`config.mk`:
```
export PLATFORM = sky130hd
export DESIGN_NAME = cmr_ctrl
export DESIGN_NICKNAME = d
export VERILOG_FILES = /design/src/rtl/cmr_pkg.sv /design/src/rtl/cmr_ctrl.sv
export SDC_FILE = /design/constraint.sdc
export NUM_CORES = 1
export LEC_CHECK = 0
export BUFFER_PORTS_ARGS = -buffer_cell sky130_fd_sc_hd__buf_2
export CAP_MARGIN = 20
export CORE_AREA = 2 2 39 41
export DETAILED_ROUTE_END_ITERATION = 7
export DIE_AREA = 0 0 41 43
export PLACE_DENSITY = 0.57
export SYNTH_ARGS = -nofsm -noshare
export SYNTH_HDL_FRONTEND = slang
export SYNTH_SLANG_ARGS = --single-unit
```
`constraint.sdc`:
```
create_clock -name clk_i -period 1.7 [get_ports clk_i]
set_input_delay 0.425 -clock clk_i [delete_from_list [all_inputs] [get_ports clk_i]]
set_output_delay 0.425 -clock clk_i [all_outputs]
set_load 0.1 [all_outputs]
```
`src/rtl/cmr_pkg.sv`:
```
// ----------------------------------------------------------------------------
// cmr_pkg
// Shared types, constants and result codes of the message reassembly block.
// ----------------------------------------------------------------------------
package cmr_pkg;

  // Default sizes
  localparam int unsigned SLOTS_DEF     = 4;
  localparam int unsigned MAX_SEGS_DEF  = 8;
  localparam int unsigned SEG_BYTES_DEF = 512;
  localparam int unsigned MSG_CAP_DEF   = 1024;

  // Result status codes
  localparam logic [2:0] ST_STORED      = 3'd0;
  localparam logic [2:0] ST_SEG_DONE    = 3'd1;
  localparam logic [2:0] ST_MSG_DONE    = 3'd2;
  localparam logic [2:0] ST_PASS        = 3'd3;
  localparam logic [2:0] ST_SEG_LONG    = 3'd4;
  localparam logic [2:0] ST_DRAIN_BYTE  = 3'd5;
  localparam logic [2:0] ST_DRAIN_EMPTY = 3'd6;

  typedef enum logic [2:0] {
    S_IDLE,
    S_EXEC,
    S_SUM_RD,
    S_SUM_ACC,
    S_SUM_FIN,
    S_DR_TEST,
    S_DR_CHK,
    S_DR_BYTE
  } state_e;

  // Controller to datapath
  typedef struct packed {
    logic cap;      // latch the accepted word
    logic seg_go;   // execute a segment byte
    logic sum_rd;   // steer the length read port to the summation
    logic sum_acc;  // add one segment length
    logic sum_fin;  // cap the sum, emit message complete
    logic dr_pick;  // start or continue a drain
    logic dr_test;  // drain found exhausted: free slot, emit empty
    logic dr_chk;   // step over a finished segment
    logic dr_byte;  // emit one drained byte
  } cmd_t;

  // Datapath to controller
  typedef struct packed {
    logic op;
    logic seg_sum;
    logic pick_hit;
    logic dr_empty;
    logic chk_hit;
    logic sum_last;
    logic out_free;
  } sts_t;

endpackage

```
`src/rtl/cmr_ctrl.sv`:
```
// ----------------------------------------------------------------------------
// cmr_ctrl
// Sequencer: steps one word at a time through segment, sum and drain phases.
// ----------------------------------------------------------------------------
module cmr_ctrl (
  input  logic           clk_i,
  input  logic           rst_ni,
  input  logic           in_valid_i,
  output logic           in_ready_o,
  input  cmr_pkg::sts_t  sts_i,
  output cmr_pkg::cmd_t  cmd_o
);

  cmr_pkg::state_e state_q, state_d;

  always_ff @(posedge clk_i or negedge rst_ni) begin
    if (!rst_ni) begin
      state_q <= cmr_pkg::S_IDLE;
    end else begin
      state_q <= state_d;
    end
  end

  always_comb begin
    state_d    = state_q;
    cmd_o      = '0;
    in_ready_o = 1'b0;
    case (state_q)
      cmr_pkg::S_IDLE: begin
        in_ready_o = 1'b1;
        if (in_valid_i) begin
          cmd_o.cap = 1'b1;
          state_d   = cmr_pkg::S_EXEC;
        end
      end
      cmr_pkg::S_EXEC: begin
        if (sts_i.out_free) begin
          if (sts_i.op) begin
            cmd_o.dr_pick = 1'b1;
            state_d = sts_i.pick_hit ? cmr_pkg::S_DR_TEST : cmr_pkg::S_IDLE;
          end else begin
            cmd_o.seg_go = 1'b1;
            state_d = sts_i.seg_sum ? cmr_pkg::S_SUM_RD : cmr_pkg::S_IDLE;
          end
        end
      end
      cmr_pkg::S_SUM_RD: begin
        cmd_o.sum_rd = 1'b1;
        state_d      = cmr_pkg::S_SUM_ACC;
      end
      cmr_pkg::S_SUM_ACC: begin
        cmd_o.sum_acc = 1'b1;
        state_d = sts_i.sum_last ? cmr_pkg::S_SUM_FIN : cmr_pkg::S_SUM_RD;
      end
      cmr_pkg::S_SUM_FIN: begin
        if (sts_i.out_free) begin
          cmd_o.sum_fin = 1'b1;
          state_d       = cmr_pkg::S_IDLE;
        end
      end
      cmr_pkg::S_DR_TEST: begin
        if (!sts_i.dr_empty) begin
          state_d = cmr_pkg::S_DR_CHK;
        end else if (sts_i.out_free) begin
          cmd_o.dr_test = 1'b1;
          state_d       = cmr_pkg::S_IDLE;
        end
      end
      cmr_pkg::S_DR_CHK: begin
        cmd_o.dr_chk = 1'b1;
        state_d = sts_i.chk_hit ? cmr_pkg::S_DR_BYTE : cmr_pkg::S_DR_TEST;
      end
      cmr_pkg::S_DR_BYTE: begin
        if (sts_i.out_free) begin
          cmd_o.dr_byte = 1'b1;
          state_d       = cmr_pkg::S_IDLE;
        end
      end
      default: begin
        state_d = cmr_pkg::S_IDLE;
      end
    endcase
  end

endmodule

```
==> results.tsv <==
stage	metric	value	unit
floorplanning	io_pins	20	
floorplanning	start_util	25.59	%
clocking	clkTransAtPathRegs	40	ps
worst_setup_path	rr_startpoint	state_q[2]	
global_route	grt_usage	16.82	%
timing	maxSlewViolCount	0	
place	gp_congestion	0.7878	
timing	hold_ws	416.3	ps
timing	fin_crit_sh	106.8	%
finish	drive_above_1_share	63.10	%
detailed_routing	wl_per_cell	12.37	um
worst_setup_path	worstPathMaxFanout	7	
clocking	cts_tree	done	
detailed_routing	ant_nets	0	
global_route	first_global_vias	457	
timing	skew	2.535	ps
clocking	h-tree-depth	1	
detailed_routing	drt_iter0_drc	15	
timing	hold_viol_final	0	
place	dp_hpwl	802	um
timing	period_needed	1815	ps
global_route	grt_max_degree	13	
clocking	numCtsBuffers	3	
finish	biggestRegsByFlops	state_q (3)	
clocking	insertion_delay	250	ps
clocking	clk_path_buf_depth	2	
finish	final.fill_count	111	
timing	worstMarginPinSlew	315.4	ps
timing	rsz0062_at_grt	true	
synth	ys_ff_latch	3	
synth	yosysUniqueCellTypes	25	
clocking	clkSinkCount	3	
job	maxCapViolations	0	
power_and_ir_drop	finalPower	1607	uW
place	place_ws	48.14	ps
worst_setup_path	crit_type	register to output port	
global_route	antenna_found_initial	0	
worst_setup_path	arrival	1390	ps
finish	largest_register_ffs	3	
power_and_ir_drop	power_density	1897	mW/mm^2
finish	regMostFlops	state_q	
status	status	finished, violations left	
synth	syn_avg_cell_area	7.377	um^2
floorplanning	rows	14	
finish	area_growth	139.2	%
global_route	grt_pass1_wl	1980	um
synth	ys_seq_area_share	21.20	%
synth	syn_inst	48	
synth	ys.warnings.count	0	
worst_setup_path	crit_path_start_kind	register	
finish	instances_no_fill	100	
finish	nNetsFinal	95	
timing	setup_viol	10	
finish	n_antenna_cell	0	
status	violations	setup timing	
worst_setup_path	crit_required	1270	ps
floorplanning	core-area	0.001384	mm^2
detailed_routing	vias_per_cell	4.940	
place	dp.cells	87	
hold_path	min-delay-start	sts_i[5]	
detailed_routing	drt_pre_antenna_iters	4	
power_and_ir_drop	ir_drop	0.6917	mV
detailed_routing	dr_total_vias	494	
place	port_buffers	19	
synth	syn-num-nets	58	
worst_setup_path	crit_path_end_kind	output port	
global_route	grt_overflow_total	0	
worst_setup_path	crit_path_start	state_q[2]	
finish	post-route-util	61.21	%
floorplanning	die_h	43	um
power_and_ir_drop	leakage	0.0003732	uW
timing	fin_ws	-115.2	ps
clocking	cts-root-buf	clkbuf_4	
finish	final_common_cell	buf_4	
synth	synth_area	354.1	um^2
floorplanning	die_w	41	um
hold_path	hold_path.class	primary input to register	
timing	slew-limit-headroom	78.82	%
detailed_routing	drc_errors	0	
detailed_routing	wirelength	1237	um
floorplanning	fp.dieArea	0.001763	mm^2
finish	final_cell_mix	11 x buf_4, 10 x buf_2, 10 x buf_12	
timing	fmax	550.9	MHz
## worst max-delay path: stages (launching register included)
cell	delay, ps
dfrtp_2	450
buf_4	160
nor4_4	300
buf_12	220
## metrics by stage
stage / TNS (ps) / instance area [um^2]
floorplan: -3278 / 437.9
global placement: 0 / 715.7
detailed placement: 0 / 715.7
finish: -632.0 / 847.1
CTS: -453.0 / 802.0
global route: -1111 / 847.1
## cell families (layout without fill, tap and decap cells)
logic type / after synthesis / after routing / synth area share (%)
simple gates: 27 / 27 / 43.81
compound gates: 10 / 10 / 18.02
flops: 3 / 3 / 21.20
buf+inv: 7 / 43 / 14.13
mux: 1 / 1 / 2.827
## cell type report
class / instances / area, um^2 / area share, %
clock buffers: 4 / 26.28 / 3.102
repair buffers: 36 / 391.6 / 46.23
flip-flops and latches: 3 / 77.57 / 9.158
well taps: 16 / 20.02 / 2.363
inverters: 3 / 11.26 / 1.329
multi-input cells: 38 / 320.3 / 37.81
## repair_timing
item / CTS / global route
hold buffers: 1 / 0
setup buffers: 3 / 5
resized for setup: 9 / 2
hold endpoints to repair: 3 / 0
cloned: 0 / 0
setup endpoints to repair: 10 / 10
pin swaps: 4 / 2
## power breakdown
part	internal, uW	total (uW)	switching [uW]	leakage, uW
Combinational	575	1310	732	0.000323
Clock	88.7	138	49.1	0.0000150
Sequential	105	162	57.0	0.0000350
## cells in the mapped netlist, drive strengths merged
library cell | instances | share of area, %
a31oi | 1 | 1.8
buf | 3 | 9.5
or3 | 1 | 1.8
clkbuf | 1 | 1.4
nor4 | 1 | 3.5
o22ai | 1 | 1.8
dfrtp | 3 | 21
o21bai | 1 | 2.1
or2b | 2 | 4.2
nor2 | 4 | 4.2
o21ai | 4 | 5.7
mux2i | 1 | 2.8
nor3 | 3 | 4.2
nand3 | 1 | 1.4
a21oi | 1 | 1.4
a221o | 1 | 2.8
and2b | 1 | 2.5
nor3b | 2 | 4.2
and2 | 2 | 3.5
nor4b | 1 | 2.5
a32oi | 1 | 2.5
inv | 3 | 3.2
nand2 | 7 | 7.4
nand3b | 2 | 4.2
## metal layers
| metal | part of all wire (%) | track usage (%) | vias to the layer above | wire length (um) |
|---|---|---|---|---|
| met5 | 0 | 0 | - | 0 |
| li1 | - | - | 240 | - |
| met4 | 3.2 | 10.00 | 0 | 39 |
| met2 | 54 | 25.00 | 23 | 662 |
| met1 | 38 | 21.43 | 226 | 464 |
| met3 | 5.7 | 3.141 | 5 | 71 |
## final timing paths
| kind | to | cells past startpoint | slack [ps] |
|---|---|---|---|
| worst max-delay path | cmd_o[7] | 3 | -120 |
| worst min-delay path | state_q[1] | 2 | 420 |
| worst max register to register | state_q[0] | 6 | 170 |
| worst min register to register | state_q[2] | 2 | 600 |
| max in group asynchronous | state_q[1] | 2 | 1080 |
| min in group asynchronous | state_q[2] | 2 | 500 |
(Power assumes the default switching activity.)
